### src/rtl/fhdw_pkg.sv
`default_nettype none

package fhdw_pkg;

   localparam int HASH_W = 16;
   localparam int TIME_W = 48;
   localparam int WIN_W  = 24;
   localparam int BYTE_W = 8;

   localparam logic [HASH_W-1:0] CRC_INIT     = 16'hFFFF;
   localparam logic [HASH_W-1:0] CRC_POLY     = 16'hA001;
   localparam logic [WIN_W-1:0]  WINDOW_RESET = 24'd500000;

   // register index of the window length
   localparam logic REG_WINDOW = 1'b0;

   typedef enum logic [3:0] {
      ST_IDLE = 4'b0001,
      ST_CRC  = 4'b0010,
      ST_SCAN = 4'b0100,
      ST_DONE = 4'b1000
   } state_type;

endpackage

`default_nettype wire

### src/rtl/fhdw_ram.sv
`default_nettype none

module fhdw_ram #(
   parameter int WIDTH = 64,
   parameter int DEPTH = 8
) (
   input  wire logic                                     clock,
   input  wire logic                                     wr_en,
   input  wire logic [(DEPTH > 1 ? $clog2(DEPTH) : 1)-1:0] wr_addr,
   input  wire logic [WIDTH-1:0]                         wr_data,
   input  wire logic [(DEPTH > 1 ? $clog2(DEPTH) : 1)-1:0] rd_addr,
   output logic      [WIDTH-1:0]                         rd_data
);

   logic [WIDTH-1:0] mem_ff [DEPTH];

   always_ff @(posedge clock) begin
      if (wr_en) begin
         mem_ff[wr_addr] <= wr_data;
      end
      rd_data <= mem_ff[rd_addr];
   end

endmodule

`default_nettype wire

### src/rtl/frame_hash_dedup_window.sv
`default_nettype none

// Duplicate-frame filter on a CRC-16/MODBUS hash. Frame bytes come in one per
// transaction on req_*; each byte is folded into the running CRC one bit per
// cycle by a single shift/xor step, so a byte that is not the last of a frame
// is accepted and then takes eight bit steps before req_tready is high again.
// On the byte flagged with req_tlast the finished hash is compared against the
// slot table held in a RAM, one slot per cycle through the RAM read port and
// one 48-bit subtract/compare unit; the scan stops at the first match. A slot
// matches when its hash is equal and (now_us - slot time), read as a signed
// 48-bit value, is below window_us; a negative difference always matches. On
// no match, hash and time go into the slot under a round-robin pointer. After
// reset every slot reads as hash 0, time 0 (per-slot valid bits, no clearing
// pass). Results leave on rsp_* as one transaction per frame; the block keeps
// taking bytes of the next frame while a result waits in the output register.
// window_us is the only CSR, at byte address 0; write it only while the block
// is idle.
module frame_hash_dedup_window #(
   parameter int NUM_SLOTS = 8
) (
   input  wire logic        clock,
   input  wire logic        reset,

   input  wire logic        req_tvalid,
   output logic             req_tready,
   input  wire logic [55:0] req_tdata,    // [7:0] frame_byte, [55:8] now_us
   input  wire logic        req_tlast,    // last_byte

   output logic             rsp_tvalid,
   input  wire logic        rsp_tready,
   output logic      [15:0] rsp_tdata,    // [15:0] hash_value
   output logic             rsp_tuser,    // is_duplicate

   input  wire logic        csr_psel,
   input  wire logic        csr_penable,
   input  wire logic        csr_pwrite,
   input  wire logic [2:0]  csr_paddr,
   input  wire logic [31:0] csr_pwdata,
   output logic      [31:0] csr_prdata,
   output logic             csr_pready
);

   import fhdw_pkg::*;

   localparam int SLOT_W = (NUM_SLOTS > 1) ? $clog2(NUM_SLOTS) : 1;
   localparam int ENTRY_W = HASH_W + TIME_W;
   localparam logic [SLOT_W-1:0] LAST_SLOT = SLOT_W'(NUM_SLOTS - 1);

   // sequencer and control
   state_type            state_ff, state_in;
   logic [2:0]           bit_cnt_ff, bit_cnt_in;
   logic                 last_ff, last_in;
   logic [HASH_W-1:0]    crc_ff, crc_in;
   logic [TIME_W-1:0]    now_ff, now_in;
   logic [WIN_W-1:0]     window_ff, window_in;

   // slot scan
   logic [SLOT_W-1:0]    scan_idx_ff, scan_idx_in;
   logic                 issuing_ff, issuing_in;
   logic                 cmp_vld_ff, cmp_vld_in;
   logic                 cmp_last_ff, cmp_last_in;
   logic                 dup_ff, dup_in;
   logic [SLOT_W-1:0]    next_slot_ff, next_slot_in;
   logic [NUM_SLOTS-1:0] slot_vld_ff, slot_vld_in;
   logic                 rd_vld_ff;

   // output register
   logic                 rsp_valid_ff, rsp_valid_in;
   logic [HASH_W-1:0]    rsp_hash_ff, rsp_hash_in;
   logic                 rsp_dup_ff, rsp_dup_in;

   // RAM side
   logic                 ram_we;
   logic [ENTRY_W-1:0]   ram_rdata;
   logic [HASH_W-1:0]    slot_hash;
   logic [TIME_W-1:0]    slot_time;
   logic [TIME_W-1:0]    time_diff;
   logic                 slot_match;
   logic                 out_free;
   logic                 csr_wr;

   fhdw_ram #(
      .WIDTH (ENTRY_W),
      .DEPTH (NUM_SLOTS)
   ) u_slot_ram (
      .clock   (clock),
      .wr_en   (ram_we),
      .wr_addr (next_slot_ff),
      .wr_data ({crc_ff, now_ff}),
      .rd_addr (scan_idx_ff),
      .rd_data (ram_rdata)
   );

   // a slot never written reads as hash 0, time 0
   assign slot_hash = rd_vld_ff ? ram_rdata[ENTRY_W-1:TIME_W] : '0;
   assign slot_time = rd_vld_ff ? ram_rdata[TIME_W-1:0] : '0;

   // shared compare unit: signed age of the slot against the window
   assign time_diff  = now_ff - slot_time;
   assign slot_match = (slot_hash == crc_ff) &&
                       (time_diff[TIME_W-1] ||
                        ((time_diff[TIME_W-1:WIN_W] == '0) &&
                         (time_diff[WIN_W-1:0] < window_ff)));

   assign out_free   = !rsp_valid_ff || rsp_tready;
   assign ram_we     = (state_ff == ST_DONE) && out_free && !dup_ff;

   assign req_tready = (state_ff == ST_IDLE);
   assign rsp_tvalid = rsp_valid_ff;
   assign rsp_tdata  = rsp_hash_ff;
   assign rsp_tuser  = rsp_dup_ff;

   assign csr_pready = 1'b1;
   assign csr_wr     = csr_psel && csr_penable && csr_pwrite && csr_pready;
   assign csr_prdata = (csr_paddr[2] == REG_WINDOW) ? {8'h00, window_ff} : '0;

   always_comb begin
      state_in     = state_ff;
      bit_cnt_in   = bit_cnt_ff;
      last_in      = last_ff;
      crc_in       = crc_ff;
      now_in       = now_ff;
      window_in    = window_ff;
      scan_idx_in  = scan_idx_ff;
      issuing_in   = issuing_ff;
      cmp_vld_in   = 1'b0;
      cmp_last_in  = cmp_last_ff;
      dup_in       = dup_ff;
      next_slot_in = next_slot_ff;
      slot_vld_in  = slot_vld_ff;
      rsp_valid_in = rsp_valid_ff && !rsp_tready;
      rsp_hash_in  = rsp_hash_ff;
      rsp_dup_in   = rsp_dup_ff;

      if (csr_wr && (csr_paddr[2] == REG_WINDOW)) begin
         window_in = csr_pwdata[WIN_W-1:0];
      end

      case (state_ff)
         ST_IDLE: begin
            if (req_tvalid) begin
               // fold the byte into the low end, then shift out bit by bit
               crc_in     = crc_ff ^ {8'h00, req_tdata[BYTE_W-1:0]};
               now_in     = req_tdata[BYTE_W +: TIME_W];
               last_in    = req_tlast;
               bit_cnt_in = '0;
               state_in   = ST_CRC;
            end
         end
         ST_CRC: begin
            crc_in     = crc_ff[0] ? ((crc_ff >> 1) ^ CRC_POLY) : (crc_ff >> 1);
            bit_cnt_in = bit_cnt_ff + 3'd1;
            if (bit_cnt_ff == 3'd7) begin
               if (last_ff) begin
                  scan_idx_in = '0;
                  issuing_in  = 1'b1;
                  dup_in      = 1'b0;
                  state_in    = ST_SCAN;
               end else begin
                  state_in    = ST_IDLE;
               end
            end
         end
         ST_SCAN: begin
            // issue one read per cycle, compare the one issued last cycle
            if (issuing_ff) begin
               cmp_vld_in  = 1'b1;
               cmp_last_in = (scan_idx_ff == LAST_SLOT);
               if (scan_idx_ff == LAST_SLOT) begin
                  issuing_in = 1'b0;
               end else begin
                  scan_idx_in = scan_idx_ff + 1'b1;
               end
            end
            if (cmp_vld_ff) begin
               if (slot_match) begin
                  dup_in     = 1'b1;
                  issuing_in = 1'b0;
                  state_in   = ST_DONE;
               end else if (cmp_last_ff) begin
                  state_in   = ST_DONE;
               end
            end
         end
         ST_DONE: begin
            // hold until the output register is free
            if (out_free) begin
               rsp_valid_in = 1'b1;
               rsp_hash_in  = crc_ff;
               rsp_dup_in   = dup_ff;
               crc_in       = CRC_INIT;
               if (!dup_ff) begin
                  slot_vld_in[next_slot_ff] = 1'b1;
                  next_slot_in = (next_slot_ff == LAST_SLOT) ? '0 : next_slot_ff + 1'b1;
               end
               state_in = ST_IDLE;
            end
         end
         default: begin
            state_in = ST_IDLE;
         end
      endcase
   end

   always_ff @(posedge clock) begin
      if (reset) begin
         state_ff     <= ST_IDLE;
         bit_cnt_ff   <= '0;
         last_ff      <= 1'b0;
         crc_ff       <= CRC_INIT;
         window_ff    <= WINDOW_RESET;
         scan_idx_ff  <= '0;
         issuing_ff   <= 1'b0;
         cmp_vld_ff   <= 1'b0;
         cmp_last_ff  <= 1'b0;
         dup_ff       <= 1'b0;
         next_slot_ff <= '0;
         slot_vld_ff  <= '0;
         rsp_valid_ff <= 1'b0;
      end else begin
         state_ff     <= state_in;
         bit_cnt_ff   <= bit_cnt_in;
         last_ff      <= last_in;
         crc_ff       <= crc_in;
         window_ff    <= window_in;
         scan_idx_ff  <= scan_idx_in;
         issuing_ff   <= issuing_in;
         cmp_vld_ff   <= cmp_vld_in;
         cmp_last_ff  <= cmp_last_in;
         dup_ff       <= dup_in;
         next_slot_ff <= next_slot_in;
         slot_vld_ff  <= slot_vld_in;
         rsp_valid_ff <= rsp_valid_in;
      end
   end

   // payload registers
   always_ff @(posedge clock) begin
      now_ff      <= now_in;
      rsp_hash_ff <= rsp_hash_in;
      rsp_dup_ff  <= rsp_dup_in;
      rd_vld_ff   <= slot_vld_ff[scan_idx_ff];
   end

`ifndef NO_ASSERTIONS
   // an accepted byte starts the bit-serial fold from its first step
   a_accept_starts_crc: assert property (@(posedge clock) disable iff (reset)
      (req_tvalid && req_tready) |=> (state_ff == ST_CRC) && (bit_cnt_ff == 3'd0))
      else $error("accepted byte did not start the CRC fold");

   // the scan is entered only from the last bit step of a frame's last byte
   a_scan_entry: assert property (@(posedge clock) disable iff (reset)
      $rose(state_ff == ST_SCAN) |-> $past(last_ff) && ($past(bit_cnt_ff) == 3'd7))
      else $error("slot scan entered outside a last byte");

   // a recorded frame marks its slot as written
   a_slot_marked: assert property (@(posedge clock) disable iff (reset)
      ram_we |=> slot_vld_ff[$past(next_slot_ff)])
      else $error("written slot not marked valid");
`endif

endmodule

`default_nettype wire
### config.mk
export PLATFORM = sky130hd
export DESIGN_NAME = frame_hash_dedup_window
export DESIGN_NICKNAME = d
export VERILOG_FILES = /design/src/rtl/fhdw_pkg.sv /design/src/rtl/fhdw_ram.sv /design/src/rtl/frame_hash_dedup_window.sv
export SDC_FILE = /design/constraint.sdc
export NUM_CORES = 1
export LEC_CHECK = 0
export BUFFER_PORTS_ARGS = -buffer_cell sky130_fd_sc_hd__buf_2
export CORE_ASPECT_RATIO = 0.7
export CORE_MARGIN = 5
export CORE_UTILIZATION = 65
export DETAILED_ROUTE_END_ITERATION = 6
export PLACE_DENSITY = 0.84
export SETUP_SLACK_MARGIN = 0.1
export SYNTH_ARGS = -nofsm -noshare
export SYNTH_HDL_FRONTEND = slang
export SYNTH_HIERARCHICAL = 1
export SYNTH_SLANG_ARGS = --single-unit
export TNS_END_PERCENT = 30
### constraint.sdc
create_clock -name clock -period 13.2 [get_ports clock]
set_input_delay 1.32 -clock clock [delete_from_list [all_inputs] [get_ports clock]]
set_output_delay 1.32 -clock clock [all_outputs]
set_load 0.01 [all_outputs]
==> impl_results.html <==
<table>
<tr><th>Metric</th><th>Value</th></tr>
<tr><th colspan="2">Global routing</th></tr>
<tr><td>Global-route wire length before repair</td><td>98.8 mm</td></tr>
<tr><td>Initial antenna violation count</td><td>0</td></tr>
<tr><td>Maximum number of pins on one net before global-route repair</td><td>71</td></tr>
<tr><td>Leftover overflow at the end of global routing</td><td>0</td></tr>
<tr><td>Overall Global Routing Usage</td><td>25.6%</td></tr>
<tr><td>Vias in the first global route</td><td>17100</td></tr>
<tr><th colspan="2">Clocking</th></tr>
<tr><td>Resize count post-CTS</td><td>0</td></tr>
<tr><td>Cts bufs inserted</td><td>61</td></tr>
<tr><td>CTS Hold Bufs</td><td>0</td></tr>
<tr><td>Cell at the root of the clock tree</td><td>sky130_fd_sc_hd__clkbuf_16</td></tr>
<tr><td>Longest Clk Path Bufs</td><td>3</td></tr>
<tr><td>Clock tree from TritonCTS</td><td>yes</td></tr>
<tr><td>Post-CTS Setup Inserts</td><td>0</td></tr>
<tr><td>Clock sink total</td><td>709</td></tr>
<tr><td>Clock H-tree levels</td><td>2</td></tr>
<tr><td>Worst-path clk slew</td><td>70 ps</td></tr>
<tr><td>Clock Latency Late Sink</td><td>610 ps</td></tr>
<tr><th colspan="2">Cells and area</th></tr>
<tr><td>Layout Nets</td><td>2198</td></tr>
<tr><td>Area overhead of the layout relative to synthesis</td><td>10.8%</td></tr>
<tr><td>Fraction of layout cells with a size suffix above 1</td><td>22.6%</td></tr>
<tr><td>Number of diodes</td><td>0</td></tr>
<tr><th colspan="2">Route</th></tr>
<tr><td>Drc violations</td><td>0</td></tr>
<tr><td>Average via count per standard cell</td><td>6.33</td></tr>
<tr><td>Post-route antenna net violation count</td><td>0</td></tr>
<tr><td>Drt first-iter violations</td><td>2155</td></tr>
<tr><td>Detailed-route via count</td><td>16900</td></tr>
<tr><td>Average detailed-routed wire length per instance</td><td>24.0 um</td></tr>
<tr><td>Drt first pass iters</td><td>6</td></tr>
<tr><td>Sum of routed wire length over all layers</td><td>64.4 mm</td></tr>
<tr><th colspan="2">Timing</th></tr>
<tr><td>Post-route clock period utilization</td><td>42.7%</td></tr>
<tr><td>Worst relative slew slack</td><td>20.2%</td></tr>
<tr><td>Hold_ws</td><td>457 ps</td></tr>
<tr><td>Setup repair after global routing missed its margin</td><td>no</td></tr>
<tr><td>Fmax</td><td>177 MHz</td></tr>
<tr><td>Setup TNS</td><td>0 ps</td></tr>
<tr><td>Skew final</td><td>19.0 ps</td></tr>
<tr><td>Number of pins with negative max-slew slack in the final report</td><td>0</td></tr>
<tr><td>Endpoints failing setup</td><td>0</td></tr>
<tr><td>Slew @ Worst Pin</td><td>1200 ps</td></tr>
<tr><td>Final-report hold violation count</td><td>0</td></tr>
<tr><td>Crit path time final</td><td>5640 ps</td></tr>
<tr><th colspan="2">Power</th></tr>
<tr><td>Pwr dens</td><td>137 nW/um2</td></tr>
<tr><td>Worst vdd ir</td><td>0.000112 V</td></tr>
<tr><td>Leak pwr</td><td>10.8 nW</td></tr>
<tr><td>Total power of the final layout</td><td>0.00449 W</td></tr>
<tr><th colspan="2">Synth</th></tr>
<tr><td>Number of enable flip-flop cells after synthesis</td><td>577</td></tr>
<tr><td>Mux share of post-synthesis cell area</td><td>12.5%</td></tr>
<tr><td>Sequential share of the synthesized area</td><td>67.5%</td></tr>
<tr><td>FF+latch count, synth</td><td>709</td></tr>
<tr><td>Post-synthesis instance area</td><td>29600 um2</td></tr>
<tr><td>Combinational family with the most area after synthesis</td><td>multiplexers</td></tr>
<tr><td>Share of synthesized cell area in and, or, nand and nor gates</td><td>6.74%</td></tr>
<tr><td>Number of distinct library cells after synthesis</td><td>76</td></tr>
<tr><td>Mean instance size in the synthesized netlist</td><td>15.7 um2</td></tr>
<tr><td>Compound-cell area share of the yosys netlist</td><td>6.43%</td></tr>
<tr><td>Yosys warnings</td><td>6</td></tr>
<tr><td>Parity-gate share of the synthesized area counting xor and xnor cells</td><td>1.36%</td></tr>
<tr><td>Main flop type after synthesis</td><td>sky130_fd_sc_hd__edfxtp_1</td></tr>
<tr><td>Syn Inst Count</td><td>1889</td></tr>
<tr><td>Share of flip-flops with an asynchronous set or reset after synthesis</td><td>0%</td></tr>
<tr><td>Area share of fa/ha/maj cells after synthesis</td><td>3.28%</td></tr>
<tr><th colspan="2">Critical path</th></tr>
<tr><td>Critical R2R Launch</td><td>rd_vld_ff$_DFF_P_</td></tr>
<tr><td>End of the worst register-to-register path</td><td>state_ff[2]$_SDFFE_PP0P_</td></tr>
<tr><td>Required time of the critical path</td><td>13700 ps</td></tr>
<tr><td>Largest fanout on the critical path</td><td>29</td></tr>
<tr><td>Count of cells along the worst register-to-register path</td><td>22</td></tr>
<tr><td>Critical path start-end classification</td><td>reg2reg</td></tr>
<tr><td>Worst Setup Start Kind</td><td>register</td></tr>
<tr><td>Minimum setup slack among reg-to-reg paths</td><td>7560 ps</td></tr>
<tr><td>Arrival time of data at the critical path endpoint</td><td>6140 ps</td></tr>
<tr><td>Element type at the critical path end</td><td>register</td></tr>
<tr><th colspan="2">Floorplan</th></tr>
<tr><td>Floorplan die width</td><td>265 um</td></tr>
<tr><td>Number of rows created at floorplan</td><td>65</td></tr>
<tr><td>Core area</td><td>45100 um2</td></tr>
<tr><td>Starting utilization of the core area</td><td>65.6%</td></tr>
<tr><td>Die outline height</td><td>188 um</td></tr>
<tr><td>Total die area</td><td>49900 um2</td></tr>
<tr><td>Top-Level Pins</td><td>151</td></tr>
<tr><th colspan="2">Worst hold path</th></tr>
<tr><td>Worst min path class</td><td>reg2reg</td></tr>
<tr><td>Worst hold path stage count</td><td>2</td></tr>
<tr><td>Launch point of the worst hold path</td><td>window_ff[23]$_SDFFE_PP0P_</td></tr>
<tr><td>Hold EP</td><td>window_ff[23]$_SDFFE_PP0P_</td></tr>
<tr><th colspan="2">Run</th></tr>
<tr><td>Total of max-cap violations</td><td>0</td></tr>
<tr><th colspan="2">Place</th></tr>
<tr><td>Post-DP HPWL</td><td>38.1 mm</td></tr>
<tr><td>Weighted congestion reported at the end of routability-driven placement</td><td>0.929</td></tr>
<tr><td>Port buffer count</td><td>131</td></tr>
<tr><th colspan="2">Outcome</th></tr>
<tr><td>Result of the run</td><td>complete, no violations</td></tr>
</table>
-- report_power, final --
group | internal (W) | switching, W
Clock | 0.000987 | 0.000780
Combinational | 0.0000904 | 0.000146
Sequential | 0.00245 | 0.0000442
-- layer usage --
layer	track usage, %	vias up	part of all wire (%)
met5	0	-	0
met3	4.53	129	7.8
met1	37.0	8473	41
met2	41.3	762	48
met4	6.70	0	2.6
li1	-	7577	-
-- flip-flops by register name (all words and copies together), names as in the netlist, 3 cells and up --
signal              count
slot_vld_ff             8
u_slot_ram/mem_ff     512
now_ff                 48
scan_idx_ff             3
bit_cnt_ff              3
u_slot_ram/rd_data     64
crc_ff                 16
state_ff                4
rsp_tdata              16
window_ff              24
next_slot_ff            3
-- cell families (layout without fill, tap and decap cells) --
family	count (synthesis)	after routing
AOI/OAI and AO/OA	290	290
DFF	709	709
buffers and inverters	127	306
other	2	9
adders and majority gates	77	77
xor gates and xnor gates	46	46
muxes	200	200
and+or+nand+nor	438	438
-- cell type report --
class | count | area, um2
sequential | 709 | 20000
timing repair buffer | 149 | 791
tap | 603 | 754
fill | 2703 | 12300
clock inverter | 26 | 204
inverter | 41 | 154
clock buffer | 90 | 1800
multi-input combinational | 1060 | 9070
-- worst max-delay path by stage --
stage / to / from / slack [ps]
2_1_floorplan: u_slot_ram/mem_ff[4][0]$_DFFE_PP_ / rsp_tready / 6100
3_3_place_gp: state_ff[2]$_SDFFE_PP0P_ / rd_vld_ff$_DFF_P_ / 7830
3_5_place_dp: issuing_ff$_SDFFE_PP0P_ / rd_vld_ff$_DFF_P_ / 7710
4_1_cts: state_ff[2]$_SDFFE_PP0P_ / rd_vld_ff$_DFF_P_ / 7640
5_1_grt: state_ff[2]$_SDFFE_PP0P_ / rd_vld_ff$_DFF_P_ / 7220
6_report: state_ff[2]$_SDFFE_PP0P_ / rd_vld_ff$_DFF_P_ / 7560
-- per-stage QoR --
| stage | std cells | utilization, % | setup slack (ps) | cell area, um2 |
|---|---|---|---|---|
| 2_1_floorplan | 1896 | - | 6100 | 29600 |
| 3_3_place_gp | 2562 | 68.3 | 7830 | 30800 |
| 3_5_place_dp | 2562 | 68.3 | 7710 | 30800 |
| 4_1_cts | 2678 | 72.7 | 7640 | 32800 |
| 5_1_grt | 2678 | 72.7 | 7220 | 32800 |
| 6_report | 2678 | 72.7 | 7560 | 32800 |
-- cell usage after synthesis (11+ instances only) --
master	count	share of area, %
sky130_fd_sc_hd__inv_1	41	0.52
sky130_fd_sc_hd__mux2_2	65	2.5
sky130_fd_sc_hd__nor2b_1	11	0.23
sky130_fd_sc_hd__nand2_1	154	2.0
sky130_fd_sc_hd__o21ai_0	42	0.71
sky130_fd_sc_hd__nand2b_1	19	0.40
sky130_fd_sc_hd__nand3_1	18	0.30
sky130_fd_sc_hd__nor2_1	148	1.9
sky130_fd_sc_hd__a31oi_1	17	0.36
sky130_fd_sc_hd__edfxtp_1	577	59
sky130_fd_sc_hd__xnor2_1	28	0.83
sky130_fd_sc_hd__nor3_1	27	0.46
sky130_fd_sc_hd__a22oi_1	11	0.28
sky130_fd_sc_hd__buf_4	12	0.30
sky130_fd_sc_hd__buf_6	11	0.42
sky130_fd_sc_hd__xor2_1	18	0.53
sky130_fd_sc_hd__buf_1	15	0.19
sky130_fd_sc_hd__ha_1	76	3.2
sky130_fd_sc_hd__a21oi_1	97	1.6
sky130_fd_sc_hd__o21bai_1	14	0.36
sky130_fd_sc_hd__nand4_1	20	0.42
sky130_fd_sc_hd__o22ai_1	14	0.30
sky130_fd_sc_hd__dfxtp_1	132	8.9
sky130_fd_sc_hd__mux4_2	130	9.9
sky130_fd_sc_hd__a21o_1	21	0.53
sky130_fd_sc_hd__clkbuf_1	38	0.48
-- worst max-delay path, cell delays in order (launching register included) --
cell and delay (ps):
sky130_fd_sc_hd__dfxtp_2 690, sky130_fd_sc_hd__and2_1 220, sky130_fd_sc_hd__ha_1 180, sky130_fd_sc_hd__fa_1 220, sky130_fd_sc_hd__nor2b_1 80, sky130_fd_sc_hd__o211ai_2 210
sky130_fd_sc_hd__nand2_1 150, sky130_fd_sc_hd__a211oi_2 520, sky130_fd_sc_hd__o21ai_0 240, sky130_fd_sc_hd__a21oi_1 220, sky130_fd_sc_hd__xnor2_1 120, sky130_fd_sc_hd__ha_1 200
sky130_fd_sc_hd__a21o_1 150, sky130_fd_sc_hd__a211oi_1 220, sky130_fd_sc_hd__o21ai_0 140, sky130_fd_sc_hd__o2111ai_1 140, sky130_fd_sc_hd__nor4b_1 300, sky130_fd_sc_hd__nand3_1 160
sky130_fd_sc_hd__nor4_2 300, sky130_fd_sc_hd__nand4_1 160, sky130_fd_sc_hd__nor4_2 340, sky130_fd_sc_hd__nand4_2 280, sky130_fd_sc_hd__a31o_1 270
-- placed cells by master, fill, tap and decap left out, types with 6 or more instances in the layout --
| master | synthesis | routed |
|---|---|---|
| sky130_fd_sc_hd__a211o_1 | 8 | 8 |
| sky130_fd_sc_hd__nor3_1 | 27 | 25 |
| sky130_fd_sc_hd__buf_4 | 12 | 18 |
| sky130_fd_sc_hd__clkinv_2 | 0 | 7 |
| sky130_fd_sc_hd__nand2_1 | 154 | 154 |
| sky130_fd_sc_hd__a21oi_1 | 97 | 97 |
| sky130_fd_sc_hd__nor2_1 | 148 | 142 |
| sky130_fd_sc_hd__o21a_1 | 9 | 9 |
| sky130_fd_sc_hd__inv_1 | 41 | 40 |
| sky130_fd_sc_hd__a21o_1 | 21 | 21 |
| sky130_fd_sc_hd__a22oi_1 | 11 | 11 |
| sky130_fd_sc_hd__conb_1 | 2 | 9 |
| sky130_fd_sc_hd__buf_2 | 10 | 131 |
| sky130_fd_sc_hd__mux2_2 | 65 | 65 |
| sky130_fd_sc_hd__dfxtp_1 | 132 | 128 |
| sky130_fd_sc_hd__nand2b_1 | 19 | 19 |
| sky130_fd_sc_hd__nor2b_1 | 11 | 11 |
| sky130_fd_sc_hd__ha_1 | 76 | 76 |
| sky130_fd_sc_hd__xor2_1 | 18 | 18 |
| sky130_fd_sc_hd__nand4_1 | 20 | 20 |
| sky130_fd_sc_hd__or3_1 | 8 | 8 |
| sky130_fd_sc_hd__clkinv_1 | 0 | 7 |
| sky130_fd_sc_hd__a31oi_1 | 17 | 17 |
| sky130_fd_sc_hd__o211ai_1 | 7 | 7 |
| sky130_fd_sc_hd__clkbuf_16 | 0 | 65 |
| sky130_fd_sc_hd__xnor2_1 | 28 | 28 |
| sky130_fd_sc_hd__nand3b_1 | 7 | 7 |
| sky130_fd_sc_hd__nand3_1 | 18 | 18 |
| sky130_fd_sc_hd__nor2_4 | 0 | 6 |
| sky130_fd_sc_hd__clkbuf_8 | 0 | 8 |
| sky130_fd_sc_hd__o22ai_1 | 14 | 14 |
| sky130_fd_sc_hd__mux4_2 | 130 | 130 |
| sky130_fd_sc_hd__o21bai_1 | 14 | 14 |
| sky130_fd_sc_hd__clkbuf_1 | 38 | 17 |
| sky130_fd_sc_hd__edfxtp_1 | 577 | 577 |
| sky130_fd_sc_hd__a211oi_1 | 6 | 6 |
| sky130_fd_sc_hd__o21ai_0 | 42 | 42 |
(Power assumes the default switching activity.)
